**config.mk**
```make
export PLATFORM = sky130hd
export DESIGN_NAME = at_ipd_frame_parser_top_flat
export DESIGN_NICKNAME = d
export VERILOG_FILES = /design/src/sv/at_ipd_pkg.sv /design/src/sv/at_ipd_if.sv /design/src/sv/at_ipd_ram.sv /design/src/sv/at_ipd_ctrl.sv /design/src/sv/at_ipd_dp.sv /design/src/sv/at_ipd_frame_parser_top.sv /design/src/flat_wrapper.sv
export SDC_FILE = /design/constraint.sdc
export NUM_CORES = 1
export LEC_CHECK = 0
export ABC_AREA = 1
export BUFFER_PORTS_ARGS = -buffer_cell sky130_fd_sc_hd__buf_4
export CORE_MARGIN = 2
export CORE_UTILIZATION = 65
export CTS_BUF_LIST = sky130_fd_sc_hd__clkbuf_4
export CTS_CLUSTER_DIAMETER = 120
export DETAILED_ROUTE_END_ITERATION = 6
export HOLD_SLACK_MARGIN = 0.12
export PLACE_DENSITY_LB_ADDON = 0.25
export SETUP_SLACK_MARGIN = 0.3
export SYNTH_ARGS = -nofsm -noshare
export SYNTH_HDL_FRONTEND = slang
export SYNTH_SLANG_ARGS = --single-unit
```
**constraint.sdc**
```tcl
create_clock -name i_clk -period 8.7 [get_ports i_clk]
set_input_delay 0.435 -clock i_clk [delete_from_list [all_inputs] [get_ports i_clk]]
set_output_delay 0.435 -clock i_clk [all_outputs]
set_load 0.01 [all_outputs]
```
**src/sv/at_ipd_pkg.sv**
```systemverilog
// Shared types and constants for the AT +IPD response parser.
`timescale 1ns / 1ps
package at_ipd_pkg;

    localparam int BYTE_W = 8;
    localparam int CNT_W  = 7;   // message byte count, holds up to the store depth
    localparam int LEN_W  = 10;  // decimal length accumulator
    localparam int DCNT_W = 2;   // length digits taken so far

    localparam logic [BYTE_W-1:0] CH_PLUS  = 8'h2B;  // '+'
    localparam logic [BYTE_W-1:0] CH_I     = 8'h49;  // 'I'
    localparam logic [BYTE_W-1:0] CH_P     = 8'h50;  // 'P'
    localparam logic [BYTE_W-1:0] CH_D     = 8'h44;  // 'D'
    localparam logic [BYTE_W-1:0] CH_COMMA = 8'h2C;  // ','
    localparam logic [BYTE_W-1:0] CH_COLON = 8'h3A;  // ':'
    localparam logic [BYTE_W-1:0] CH_NL    = 8'h0A;  // newline
    localparam logic [BYTE_W-1:0] CH_ZERO  = 8'h30;  // '0'
    localparam logic [BYTE_W-1:0] CH_NINE  = 8'h39;  // '9'

    // Controller -> datapath
    typedef struct packed {
        logic ready;      // accepting a receive transaction
        logic store;      // write held byte at count, bump count
        logic clr_cnt;    // drop stored bytes
        logic emit;       // latch message length/source, clear count, start readout
        logic payload;    // source flag for emit
        logic len_clr;    // restart length collection
        logic len_digit;  // fold held digit into length
        logic len_stop;   // non-digit seen in length
        logic len_sat;    // clamp length to store depth
        logic load;       // capture read data into output register
    } t_dp_cmd;

    // Datapath -> controller
    typedef struct packed {
        logic is_plus;
        logic is_i;
        logic is_p;
        logic is_d;
        logic is_comma;
        logic is_colon;
        logic is_nl;
        logic is_digit;
        logic cnt_full;        // store holds BUF_DEPTH bytes
        logic line_long;       // stored line has two bytes or more
        logic data_store_ok;   // payload byte still fits the announced length
        logic data_done;       // payload complete after this byte
        logic data_long;       // completed payload has two bytes or more
        logic digit_room;      // fewer than MAX_DIGITS digits taken
        logic stopped;         // length digits ended
        logic out_done;        // output transaction completed this cycle
        logic out_last;        // that transaction carried the final byte
    } t_dp_status;

endpackage

```
**src/sv/at_ipd_if.sv**
```systemverilog
// Valid/ready channel interfaces for received bytes and message bytes.
`timescale 1ns / 1ps
interface at_ipd_rx_if
    import at_ipd_pkg::*;
();
    logic              valid;
    logic              ready;
    logic [BYTE_W-1:0] rx_byte;

    modport source (output valid, output rx_byte, input ready);
    modport sink   (input valid, input rx_byte, output ready);
endinterface

interface at_ipd_msg_if
    import at_ipd_pkg::*;
();
    logic              valid;
    logic              ready;
    logic [BYTE_W-1:0] data_byte;
    logic [CNT_W-1:0]  msg_length;
    logic              from_payload;
    logic              is_last;

    modport source (output valid, output data_byte, output msg_length,
                    output from_payload, output is_last, input ready);
    modport sink   (input valid, input data_byte, input msg_length,
                    input from_payload, input is_last, output ready);
endinterface

```
**src/sv/at_ipd_ram.sv**
```systemverilog
// Generic single-write, single-read RAM with registered read data.
`timescale 1ns / 1ps
module at_ipd_ram #(
    parameter int WIDTH = 8,
    parameter int DEPTH = 64
) (
    input  logic                     i_clk,
    input  logic                     i_we,
    input  logic [$clog2(DEPTH)-1:0] i_waddr,
    input  logic [WIDTH-1:0]         i_wdata,
    input  logic [$clog2(DEPTH)-1:0] i_raddr,
    output logic [WIDTH-1:0]         o_rdata
);
    logic [WIDTH-1:0] r_mem [DEPTH];
    logic [WIDTH-1:0] r_rdata;

    always_ff @(posedge i_clk) begin
        if (i_we) begin
            r_mem[i_waddr] <= i_wdata;
        end
        r_rdata <= r_mem[i_raddr];
    end

    assign o_rdata = r_rdata;
endmodule

```
**src/sv/at_ipd_ctrl.sv**
```systemverilog
// Parser controller: header phase tracking and message readout sequencing.
`timescale 1ns / 1ps
module at_ipd_ctrl
    import at_ipd_pkg::*;
(
    input  logic       i_clk,
    input  logic       i_rst_n,
    input  logic       i_rx_accept,
    input  t_dp_status i_status,
    output t_dp_cmd    o_cmd
);
    typedef enum logic [2:0] {
        S_IN, S_PARSE, S_RD, S_LD, S_OUT
    } t_seq;

    typedef enum logic [2:0] {
        PH_IDLE, PH_PLUS, PH_I, PH_P, PH_D, PH_LEN, PH_DATA
    } t_phase;

    t_seq    r_seq, n_seq;
    t_phase  r_phase, n_phase;
    t_dp_cmd n_cmd;

    always_comb begin
        n_seq   = r_seq;
        n_phase = r_phase;
        n_cmd   = '0;
        unique case (r_seq)
            S_IN: begin
                n_cmd.ready = 1'b1;
                if (i_rx_accept) begin
                    n_seq = S_PARSE;
                end
            end
            S_PARSE: begin
                n_seq = S_IN;
                unique case (r_phase)
                    PH_IDLE: begin
                        if (i_status.is_plus) begin
                            n_phase = PH_PLUS;
                        end else if (!i_status.is_nl && !i_status.cnt_full) begin
                            n_cmd.store = 1'b1;
                        end else if (i_status.line_long) begin
                            n_cmd.emit = 1'b1;
                            n_seq      = S_RD;
                        end else begin
                            n_cmd.clr_cnt = 1'b1;
                        end
                    end
                    PH_PLUS: n_phase = i_status.is_i ? PH_I : PH_IDLE;
                    PH_I:    n_phase = i_status.is_p ? PH_P : PH_IDLE;
                    PH_P:    n_phase = i_status.is_d ? PH_D : PH_IDLE;
                    PH_D: begin
                        if (i_status.is_comma) begin
                            n_cmd.len_clr = 1'b1;
                            n_phase       = PH_LEN;
                        end else begin
                            n_phase = PH_IDLE;
                        end
                    end
                    PH_LEN: begin
                        if (i_status.is_colon) begin
                            n_cmd.len_sat = 1'b1;
                            n_cmd.clr_cnt = 1'b1;
                            n_phase       = PH_DATA;
                        end else if (!i_status.stopped) begin
                            if (i_status.is_digit) begin
                                n_cmd.len_digit = i_status.digit_room;
                            end else begin
                                n_cmd.len_stop = 1'b1;
                            end
                        end
                    end
                    PH_DATA: begin
                        n_cmd.store = i_status.data_store_ok;
                        if (i_status.data_done) begin
                            n_phase = PH_IDLE;
                            if (i_status.data_long) begin
                                n_cmd.emit    = 1'b1;
                                n_cmd.payload = 1'b1;
                                n_seq         = S_RD;
                            end else begin
                                n_cmd.clr_cnt = 1'b1;
                            end
                        end
                    end
                    default: n_phase = PH_IDLE;
                endcase
            end
            S_RD: n_seq = S_LD;
            S_LD: begin
                n_cmd.load = 1'b1;
                n_seq      = S_OUT;
            end
            S_OUT: begin
                if (i_status.out_done) begin
                    n_seq = i_status.out_last ? S_IN : S_RD;
                end
            end
            default: n_seq = S_IN;
        endcase
    end

    always_ff @(posedge i_clk) begin
        if (!i_rst_n) begin
            r_seq   <= S_IN;
            r_phase <= PH_IDLE;
        end else begin
            r_seq   <= n_seq;
            r_phase <= n_phase;
        end
    end

    assign o_cmd = n_cmd;
endmodule

```
**src/sv/at_ipd_dp.sv**
```systemverilog
// Parser datapath: byte decode, counters, length accumulator, store, output register.
`timescale 1ns / 1ps
module at_ipd_dp
    import at_ipd_pkg::*;
#(
    parameter int BUF_DEPTH  = 64,
    parameter int MAX_DIGITS = 3
) (
    input  logic              i_clk,
    input  logic              i_rst_n,
    input  logic              i_rx_accept,
    input  logic [BYTE_W-1:0] i_rx_byte,
    input  t_dp_cmd           i_cmd,
    output t_dp_status        o_status,
    at_ipd_msg_if.source      o_msg
);
    localparam int AW = $clog2(BUF_DEPTH);

    logic [BYTE_W-1:0] r_byte;
    logic [CNT_W-1:0]  r_cnt;
    logic [LEN_W-1:0]  r_len;
    logic [DCNT_W-1:0] r_dcnt;
    logic              r_stopped;
    logic [AW-1:0]     r_k;
    logic [CNT_W-1:0]  r_msg_len;
    logic              r_msg_from;
    logic              r_out_valid;
    logic [BYTE_W-1:0] r_out_data;
    logic [CNT_W-1:0]  r_out_len;
    logic              r_out_from;
    logic              r_out_last;

    logic [BYTE_W-1:0] w_rdata;
    logic [CNT_W-1:0]  w_post;
    logic [CNT_W-1:0]  w_data_post;
    logic [LEN_W-1:0]  w_len_next;
    logic [BYTE_W-1:0] w_digit;
    logic              w_out_done;

    at_ipd_ram #(.WIDTH(BYTE_W), .DEPTH(BUF_DEPTH)) u_store (
        .i_clk   (i_clk),
        .i_we    (i_cmd.store),
        .i_waddr (r_cnt[AW-1:0]),
        .i_wdata (r_byte),
        .i_raddr (r_k),
        .o_rdata (w_rdata)
    );

    assign w_digit     = r_byte - CH_ZERO;
    assign w_len_next  = {r_len[LEN_W-4:0], 3'b000} + {r_len[LEN_W-2:0], 1'b0}
                       + LEN_W'(w_digit[3:0]);
    assign w_post      = r_cnt + CNT_W'(i_cmd.store);
    assign w_data_post = r_cnt + CNT_W'(o_status.data_store_ok);
    assign w_out_done  = r_out_valid && o_msg.ready;

    always_comb begin
        o_status               = '0;
        o_status.is_plus       = (r_byte == CH_PLUS);
        o_status.is_i          = (r_byte == CH_I);
        o_status.is_p          = (r_byte == CH_P);
        o_status.is_d          = (r_byte == CH_D);
        o_status.is_comma      = (r_byte == CH_COMMA);
        o_status.is_colon      = (r_byte == CH_COLON);
        o_status.is_nl         = (r_byte == CH_NL);
        o_status.is_digit      = (r_byte >= CH_ZERO) && (r_byte <= CH_NINE);
        o_status.cnt_full      = (r_cnt >= CNT_W'(BUF_DEPTH));
        o_status.line_long     = (r_cnt >= CNT_W'(2));
        o_status.data_store_ok = (LEN_W'(r_cnt) < r_len) && (r_cnt < CNT_W'(BUF_DEPTH));
        o_status.data_done     = (LEN_W'(w_data_post) >= r_len);
        o_status.data_long     = (w_data_post >= CNT_W'(2));
        o_status.digit_room    = (r_dcnt < DCNT_W'(MAX_DIGITS));
        o_status.stopped       = r_stopped;
        o_status.out_done      = w_out_done;
        o_status.out_last      = r_out_last;
    end

    // payload registers
    always_ff @(posedge i_clk) begin
        if (i_rx_accept) begin
            r_byte <= i_rx_byte;
        end
        if (i_cmd.emit) begin
            r_msg_len  <= w_post;
            r_msg_from <= i_cmd.payload;
        end
        if (i_cmd.load) begin
            r_out_data <= w_rdata;
            r_out_len  <= r_msg_len;
            r_out_from <= r_msg_from;
            r_out_last <= (CNT_W'(r_k) + CNT_W'(1) == r_msg_len);
        end
    end

    // control registers
    always_ff @(posedge i_clk) begin
        if (!i_rst_n) begin
            r_cnt       <= '0;
            r_len       <= '0;
            r_dcnt      <= '0;
            r_stopped   <= 1'b0;
            r_k         <= '0;
            r_out_valid <= 1'b0;
        end else begin
            if (i_cmd.emit || i_cmd.clr_cnt) begin
                r_cnt <= '0;
            end else if (i_cmd.store) begin
                r_cnt <= w_post;
            end

            if (i_cmd.len_clr) begin
                r_len     <= '0;
                r_dcnt    <= '0;
                r_stopped <= 1'b0;
            end else if (i_cmd.len_sat) begin
                if (r_len > LEN_W'(BUF_DEPTH)) begin
                    r_len <= LEN_W'(BUF_DEPTH);
                end
            end else if (i_cmd.len_digit) begin
                r_len  <= w_len_next;
                r_dcnt <= r_dcnt + DCNT_W'(1);
            end else if (i_cmd.len_stop) begin
                r_stopped <= 1'b1;
            end

            if (i_cmd.emit) begin
                r_k <= '0;
            end else if (w_out_done && !r_out_last) begin
                r_k <= r_k + AW'(1);
            end

            if (i_cmd.load) begin
                r_out_valid <= 1'b1;
            end else if (w_out_done) begin
                r_out_valid <= 1'b0;
            end
        end
    end

    assign o_msg.valid        = r_out_valid;
    assign o_msg.data_byte    = r_out_data;
    assign o_msg.msg_length   = r_out_len;
    assign o_msg.from_payload = r_out_from;
    assign o_msg.is_last      = r_out_last;
endmodule

```
**src/sv/at_ipd_frame_parser_top.sv**
```systemverilog
// Top level of the AT command response parser with +IPD payload framing.
//
// Usage:
//   i_rx  : receive channel, one serial byte per transaction (valid/ready).
//   o_msg : message channel, one stored byte per transaction with the message
//           length, its source (0 text line, 1 +IPD payload) and a last flag.
// A text line ends on newline, or on any byte but '+' arriving while the
// store holds BUF_DEPTH bytes (that byte is dropped). "+IPD,<n>:" starts a
// counted payload of n bytes; only the first MAX_DIGITS digits count, n clamps
// to BUF_DEPTH. Messages shorter than two bytes are dropped without output.
// Every byte is accepted, then parsed. A finishing byte then starts the
// readout of its message, which any output stall holds up; each byte is
// read from the store RAM, loaded to the output register, then handed off.
// The next byte is read only after the previous one is handed off.
// i_rx.ready is low while a message drains; a stalled receiver on o_msg holds
// the output register and the readout in place, nothing is lost.
// Reset (synchronous, active low) returns to line collection with an empty
// count; store contents are not cleared and need no clearing pass.
`timescale 1ns / 1ps
module at_ipd_frame_parser_top
    import at_ipd_pkg::*;
#(
    parameter int BUF_DEPTH  = 64,
    parameter int MAX_DIGITS = 3
) (
    input  logic         i_clk,
    input  logic         i_rst_n,
    at_ipd_rx_if.sink    i_rx,
    at_ipd_msg_if.source o_msg
);
    t_dp_cmd    w_cmd;
    t_dp_status w_status;
    logic       w_rx_accept;

    // receive transaction completes when the controller is in its accept state
    assign i_rx.ready  = w_cmd.ready;
    assign w_rx_accept = i_rx.valid && w_cmd.ready;

    at_ipd_ctrl u_ctrl (
        .i_clk       (i_clk),
        .i_rst_n     (i_rst_n),
        .i_rx_accept (w_rx_accept),
        .i_status    (w_status),
        .o_cmd       (w_cmd)
    );

    at_ipd_dp #(
        .BUF_DEPTH  (BUF_DEPTH),
        .MAX_DIGITS (MAX_DIGITS)
    ) u_dp (
        .i_clk       (i_clk),
        .i_rst_n     (i_rst_n),
        .i_rx_accept (w_rx_accept),
        .i_rx_byte   (i_rx.rx_byte),
        .i_cmd       (w_cmd),
        .o_status    (w_status),
        .o_msg       (o_msg)
    );
endmodule

```
**src/flat_wrapper.sv**
```systemverilog
// flat-port wrapper written by rule: the top's interface ports become plain ports
module at_ipd_frame_parser_top_flat import at_ipd_pkg::*;
#(
    parameter int BUF_DEPTH  = 64,
    parameter int MAX_DIGITS = 3
)
  (i_clk, i_rst_n, i_rx_valid, i_rx_rx_byte, i_rx_ready, o_msg_valid, o_msg_data_byte, o_msg_msg_length, o_msg_from_payload, o_msg_is_last, o_msg_ready);
  at_ipd_rx_if i_rx_i ();
  at_ipd_msg_if o_msg_i ();
  input  logic i_clk;
  input  logic i_rst_n;
  input wire logic [$bits(i_rx_i.valid)-1:0] i_rx_valid;
  input wire logic [$bits(i_rx_i.rx_byte)-1:0] i_rx_rx_byte;
  output wire logic [$bits(i_rx_i.ready)-1:0] i_rx_ready;
  output wire logic [$bits(o_msg_i.valid)-1:0] o_msg_valid;
  output wire logic [$bits(o_msg_i.data_byte)-1:0] o_msg_data_byte;
  output wire logic [$bits(o_msg_i.msg_length)-1:0] o_msg_msg_length;
  output wire logic [$bits(o_msg_i.from_payload)-1:0] o_msg_from_payload;
  output wire logic [$bits(o_msg_i.is_last)-1:0] o_msg_is_last;
  input wire logic [$bits(o_msg_i.ready)-1:0] o_msg_ready;
  assign i_rx_i.valid = i_rx_valid;
  assign i_rx_i.rx_byte = i_rx_rx_byte;
  assign i_rx_ready = i_rx_i.ready;
  assign o_msg_valid = o_msg_i.valid;
  assign o_msg_data_byte = o_msg_i.data_byte;
  assign o_msg_msg_length = o_msg_i.msg_length;
  assign o_msg_from_payload = o_msg_i.from_payload;
  assign o_msg_is_last = o_msg_i.is_last;
  assign o_msg_i.ready = o_msg_ready;
  at_ipd_frame_parser_top #(.BUF_DEPTH(BUF_DEPTH), .MAX_DIGITS(MAX_DIGITS)) u_core (.i_clk(i_clk), .i_rst_n(i_rst_n), .i_rx(i_rx_i), .o_msg(o_msg_i));
endmodule
```
Yosys cells after proc, flatten, opt, wreduce, memory -nomap -nowiden --
Memory sizes are Yosys's and may differ from the RTL's. A register that Yosys moved wholly into a read port is not among the register bits. Cells that the tools add are included.
Operators by class: add/sub/neg operators 8, magnitude comparators 10, equal/unequal tests 24, muxes and demuxes 48, bitwise gates (word level) 3, reduce and logical (&&, ||, !) cells 23
Operators by type and width (number):
- 10-bit 2-to-1 mux | 3
- 3-bit 2-to-1 mux | 10
- 8-bit by 6-bit equality test with 1-bit output (second input constant) | 3
- 8-bit by 7-bit equality test with 1-bit output (second input constant) | 3
- 2-bit 2-to-1 mux | 12
- 3-bit one-hot mux with 7 select lines | 1
- 1-bit 2-to-1 mux | 16
- 3-bit one-hot mux with 5 select lines | 1
- 7-bit by 1-bit adder with 7-bit output | 2
- 7-bit by 2-bit greater-or-equal comparator with 1-bit output (second input constant) | 2
- 3-bit by 2-bit equality test with 1-bit output (second input constant) | 4
- 3-bit equality test (second input constant) | 4
- 2-bit != test (second input constant) | 6
- 10-bit adder | 1
- 10-bit by 4-bit adder with 10-bit output | 1
- 7-bit by 10-bit greater-or-equal comparator with 1-bit output | 1
- 10-bit by 7-bit > comparator with 1-bit output (second input constant) | 1
- 7-bit by 10-bit < comparator with 1-bit output | 1
- 8-bit by 4-bit equality test with 1-bit output (second input constant) | 1
- 8-bit by 6-bit greater-or-equal comparator with 1-bit output (second input constant) | 1
- 8-bit by 6-bit less-or-equal comparator with 1-bit output (second input constant) | 1
- 8-bit 2-to-1 mux | 1
- 6-bit by 1-bit adder with 7-bit output (second input constant) | 1
- 7-bit equality test | 1
- 20 further kinds | 38
Word-level totals: register bits after elaboration 66, memory bits (writable) 512, input bits 12, output and inout port bits 19, memories 1
Memory list:
- u_core.u_dp.u_store.r_mem | depth 64, width 8, read ports 1, clocked after Yosys merged registers in 1, wr ports 1, line at_ipd_ram.sv:14 | logic [WIDTH-1:0] r_mem [DEPTH];

Depth between registers and ports, before layout --
depth after elaboration 10, mapped depth 28, depth with buffers taken out 28

By module --
A second synthesis with hierarchy kept.
Unflattened totals: cells, all modules 2309, area, all modules 25338.1 sq um
Modules (own cells, without submodules):
- at_ipd_ram | instances 1, cells each 1805, area an instance 21339.2 sq um, seq. area each 15534.9 sq um
- at_ipd_dp | instances 1, cells each 409, area an instance 3433.3 sq um, seq. area each 1531.5 sq um
- at_ipd_ctrl | instances 1, cells each 93, area an instance 558.0 sq um, seq. area each 120.1 sq um
- at_ipd_frame_parser_top | instances 1, cells each 2, area an instance 7.5 sq um, seq. area each 0.0 sq um

Worst setup path before layout --
OpenSTA, ideal clock, no wires.
path kind reg2reg, start register u_core.u_dp.r_len[5], end register u_core.u_dp.r_msg_from, enable pin, arrival 2.894 ns, setup slack 5.499 ns, stages on the path, launching flop included 24, cells stage by stage dfxtp_1 -> inv_1 -> ha_1 -> nand2_1 -> inv_1 -> nand2_1 -> nand2_1 -> a21oi_2 -> nand2_1 -> nor2_1 -> ha_1 -> ha_1 -> nand2_1 -> o21ai_1 -> nand2_1 -> ha_1 -> nand2_1 -> nor2_1 -> nand3_1 -> nand3_1 -> nand2_1 -> o21ai_1 -> nand2_2 -> inv_2
RTL lines:
- from (decl) | line at_ipd_dp.sv:21 | logic [LEN_W-1:0] r_len;
- from (signal assigned) | line at_ipd_dp.sv:116 | r_len <= LEN_W'(BUF_DEPTH);
- from (signal assigned) | line at_ipd_dp.sv:119 | r_len <= w_len_next;
- to (signal assigned) | line at_ipd_dp.sv:84 | r_msg_from <= i_cmd.payload;
- to (decl) | line at_ipd_dp.sv:26 | logic r_msg_from;

Final worst setup path --
start register u_core.u_dp.r_byte[0], end memory u_core.u_dp.u_store.r_mem[6][3], enable pin
On the way: word-level cells in the longest chain between the ends 9, elaborated cells on any way between the ends 10
Ends and longest elaborated chain:
- from (decl) | line at_ipd_dp.sv:19 | logic [BYTE_W-1:0] r_byte;
- from (signal assigned) | line at_ipd_dp.sv:80 | r_byte <= i_rx_byte;
- 8-bit by 4-bit equality test with 1-bit output | line at_ipd_dp.sv:64 | o_status.is_nl = (r_byte == CH_NL);
- 1-bit zero test | line at_ipd_ctrl.sv:41 | end else if (!i_status.is_nl && !i_status.cnt_full) begin
- 1-bit logical AND | line at_ipd_ctrl.sv:41
- 1-bit 2-to-1 mux | line at_ipd_ctrl.sv:41
- 3-bit 2-to-1 mux * | line at_ipd_ctrl.sv:39 | if (i_status.is_plus) begin
- 1-bit one-hot mux with 2 select lines * | line at_ipd_ctrl.sv:37 | unique case (r_phase)
- 8-bit 2-to-1 mux * | line at_ipd_ctrl.sv:28 | unique case (r_seq)
- 1-bit 2-to-1 mux * | line at_ipd_ram.sv:18 | if (i_we) begin
- 1-bit 2-to-1 mux (not written as such) * | line at_ipd_ram.sv:19 | r_mem[i_waddr] <= i_wdata;
- to (decl) | line at_ipd_ram.sv:14
Mark *: on every way between the ends. The rest lies on a longest branch, timed or not.

==> impl_metrics.prom <==
# TYPE chip_impl_metric gauge
chip_impl_info{name="outcome",value="finished with violations"} 1
chip_impl_info{name="violated_checks",value="DRC"} 1
chip_impl_metric{name="cellPowerDensity",unit="nW/um^2"} 202
chip_impl_metric{name="drt-vias-per-instance",unit=""} 6.01
chip_impl_metric{name="path_max_fanout",unit=""} 68
chip_impl_metric{name="antenna_violations_before_repair",unit=""} 1
chip_impl_info{name="most_instantiated_library_cell_after_synthesis",value="edfxtp_1"} 1
chip_impl_metric{name="clock_slew_at_the_register_clock_pins_of_the_worst_setup_and_hold_paths",unit="ps"} 60
chip_impl_info{name="critical_path.endpoint_type",value="flop"} 1
chip_impl_metric{name="globalRouteMet1Util",unit="%"} 42.6
chip_impl_metric{name="global_route.usage.met3",unit="%"} 7.04
chip_impl_metric{name="detail_route.wirelength",unit="um"} 61100
chip_impl_info{name="crit_path_top_delay_cell",value="nor2_1"} 1
chip_impl_info{name="path_class",value="flop to flop"} 1
chip_impl_info{name="root_buffer",value="clkbuf_4"} 1
chip_impl_metric{name="detailroute.via_count",unit=""} 17300
chip_impl_metric{name="grt_pass1_vias",unit=""} 16700
chip_impl_metric{name="grt_overflow_total",unit=""} 0
chip_impl_metric{name="gr-usage-all-layers",unit="%"} 31.5
chip_impl_metric{name="synth_nets",unit=""} 2224
chip_impl_metric{name="cts_num_sinks",unit=""} 586
chip_impl_info{name="tritoncts",value="built"} 1
chip_impl_metric{name="detailedRoute.firstIterationViolations",unit=""} 2304
chip_impl_metric{name="drt-wirelength-per-cell",unit="um"} 21.2
chip_impl_metric{name="worst_path_arrival",unit="ps"} 4260
chip_impl_metric{name="synth_async_sr_flop_share",unit="%"} 0
chip_impl_metric{name="post_synth.cell_area_avg",unit="um^2"} 11.3
chip_impl_info{name="cp_cell_sequence",value="buf_4, inv_1, nand2_1, nor2_1, nand3_1, nand2_1, inv_1, nand2_1, nand2_2, nand2_4, inv_4, nand3_1, nor2_1"} 1
chip_impl_metric{name="area.growth.synth_to_final",unit="%"} 9.92
chip_impl_metric{name="drv.max_cap_violation_count",unit=""} 0
chip_impl_metric{name="post-route-drc-count",unit=""} 3
chip_impl_info{name="postSynth.topFlopCell",value="edfxtp_1"} 1
chip_impl_metric{name="floorplan.initialDensity",unit="%"} 65.7
chip_impl_metric{name="nets",unit=""} 2313
chip_impl_metric{name="groute.layer.met2.usage",unit="%"} 49.7
chip_impl_info{name="startpoint_type",value="flop"} 1
chip_impl_info{name="grt.busiest_layer",value="met2"} 1
chip_impl_metric{name="post_route_ant_nets",unit=""} 0
chip_impl_metric{name="synth_enable_flop_cells",unit=""} 545
chip_impl_metric{name="fin_crit_sh",unit="%"} 44.3
chip_impl_metric{name="max_stage_delay",unit="ps"} 810
chip_impl_metric{name="grt_start_max_net_pins",unit=""} 261
chip_impl_metric{name="insertion_delay",unit="ps"} 840
chip_impl_metric{name="die_area",unit="um^2"} 39600
chip_impl_metric{name="tightestPinTransition",unit="ps"} 1180
chip_impl_metric{name="die_width",unit="um"} 199
chip_impl_metric{name="cts_setup_buffers",unit=""} 0
chip_impl_metric{name="layout.filler_cells",unit=""} 2551
chip_impl_metric{name="detailed_place_hpwl",unit="um"} 33500
chip_impl_metric{name="report.final.setup_viol",unit=""} 0
chip_impl_metric{name="drtPass1Iterations",unit=""} 7
chip_impl_info{name="synth.largest_area_cell",value="edfxtp_1"} 1
chip_impl_metric{name="numPlacedInstances",unit=""} 2619
chip_impl_metric{name="ys_ff_latch",unit=""} 586
chip_impl_metric{name="cts-buffers-inserted",unit=""} 144
chip_impl_metric{name="synthDistinctLibCells",unit=""} 38
chip_impl_metric{name="yosysTopAreaCellShare",unit="%"} 66.2
chip_impl_info{name="synth_top_cells_by_count",value="545 x edfxtp_1, 383 x nand2_1, 365 x nor2_1"} 1
chip_impl_metric{name="instances_no_fill",unit=""} 2886
chip_impl_info{name="critPathTopFamily",value="simple AND/OR/NAND/NOR gates"} 1
chip_impl_metric{name="share_of_cells_above_drive_strength_1",unit="%"} 13.9
chip_impl_metric{name="yosys_warnings",unit=""} 0
chip_impl_metric{name="num_rows",unit=""} 71
chip_impl_metric{name="coreArea",unit="um^2"} 37600
chip_impl_info{name="critical-path-top-cell-by-count",value="nand2_1"} 1
chip_impl_metric{name="synth-seq-area-share",unit="%"} 69.6
chip_impl_info{name="yosys-top-cells-area",value="edfxtp_1 66%, nand2_1 5.8%, nor2_1 5.5%"} 1
chip_impl_metric{name="finalClockSkew",unit="ps"} 63.1
chip_impl_metric{name="cp.buffers_inverters",unit=""} 4
chip_impl_metric{name="cellLeakagePower",unit="nW"} 9.91
chip_impl_metric{name="maxSlewHeadroom",unit="%"} 21.7
chip_impl_metric{name="postSynthCellCount",unit=""} 2177
chip_impl_metric{name="grt_first_pass_wirelength",unit="um"} 93000
chip_impl_metric{name="peakVddDrop",unit="uV"} 125
chip_impl_metric{name="cts_max_path_buffers",unit=""} 3
chip_impl_metric{name="fin_tns_setup",unit="ps"} 0
chip_impl_metric{name="place_congestion",unit=""} 0.894
chip_impl_metric{name="timing.critical_path.required",unit="ps"} 9110
chip_impl_metric{name="placement.io_buffers",unit=""} 30
chip_impl_metric{name="hold_viol",unit=""} 0
chip_impl_metric{name="die_y",unit="um"} 199
chip_impl_metric{name="syn_area",unit="um^2"} 24700
chip_impl_metric{name="timing.final.crit_period",unit="ps"} 3850
chip_impl_metric{name="ios",unit=""} 31
chip_impl_metric{name="final_max_slew_viol_count",unit=""} 0
chip_impl_info{name="unrepaired_setup_endpoints_after_global_routing",value="false"} 1
chip_impl_metric{name="fmax",unit="GHz"} 0.260
chip_impl_metric{name="cts-htree-levels",unit=""} 4
chip_impl_info{name="hold_path_class",value="primary input to flop"} 1
per-stage QoR:
step	hold WS, ps	power [mW]	util, %	setup slack (ps)	instance area [um^2]
2_1_floorplan	386	3.21	-	5500	24700
3_3_place_gp	392	3.25	67.0	5020	25200
3_5_place_dp	392	3.26	67.0	4910	25200
4_1_cts	293	5.50	72.3	4880	27200
5_1_grt	301	5.66	72.3	4540	27200
6_report	346	5.48	72.3	4850	27200
final cells by class:
| cell class | instances | area [um^2] | share of cell area [%] |
|---|---|---|---|
| Timing Repair Buffer | 61 | 500 | 1.84 |
| Tap cell | 511 | 639 | 2.35 |
| Multi-Input combinational cell | 1389 | 6640 | 24.5 |
| Inverter | 84 | 323 | 1.19 |
| Clock buffer | 214 | 1610 | 5.92 |
| Sequential cell | 586 | 17200 | 63.3 |
| Antenna cell | 1 | 2.50 | 0.00922 |
| Clock inverter | 40 | 244 | 0.898 |
layer usage:
metal / routed length [um] / vias up
li1: - / 7980
met1: 23200 / 8214
met2: 29500 / 1029
met3: 6550 / 124
met4: 1760 / 0
met5: 0 / -
state kept, by name, summed over array words and instances (netlist names), 2 cells and up:
register and cells:
u_core.u_dp.r_dcnt 2, u_core.u_dp.o_msg.msg_length 7, u_core.u_dp.u_store.o_rdata 8, u_core.u_dp.r_msg_len 7
u_core.u_ctrl.r_phase 3, u_core.u_ctrl.r_seq 3, u_core.u_dp.r_len 10, u_core.u_dp.o_msg.data_byte 8
u_core.u_dp.u_store.r_mem 512, u_core.u_dp.r_byte 8, u_core.u_dp.r_k 6, u_core.u_dp.r_cnt 7
report_power, final:
| group | internal, mW | switching (mW) |
|---|---|---|
| clock network | 1.21 | 1.07 |
| registers | 3.09 | 0.00369 |
| logic | 0.0210 | 0.0869 |
| total | 4.32 | 1.16 |
cells by family after synthesis:
logic type	after synthesis	share of synthesized area [%]
buffers and inverters	202	3.56
AOI/OAI and AO/OA	434	9.51
adders and majority gates	35	1.83
DFF	586	69.6
xor gates and xnor gates	18	0.638
and+or+nand+nor	902	14.9
cell usage in the layout, fill, tap and decap left out, drive strengths merged, types with 26 or more instances in the layout:
master,n
nor2,375
nand2,394
buf,49
ha,33
clkinv,32
o21ai,274
dfxtp,41
nand3,94
edfxtp,545
inv,86
a21oi,26
clkbuf,214
o22ai,129
timing repair:
action | in CTS | in global routing
endpoints found under the hold margin | 47 | 0
resized for setup | 0 | 0
hold buffers | 12 | 0
final timing paths:
check,startpoint,to,slack (ps),depth (start not counted)
setup / recovery,u_core.u_dp.r_byte[0],u_core.u_dp.u_store.r_mem[6][3],4850,13
hold / removal,i_rx_rx_byte[0],u_core.u_dp.r_byte[0],350,2
setup reg to reg,u_core.u_dp.r_byte[0],u_core.u_dp.u_store.r_mem[6][3],4850,13
hold reg to reg,u_core.u_dp.u_store.o_rdata[0],u_core.u_dp.o_msg.data_byte[0],410,0
Power figures use the tool's default switching activity.
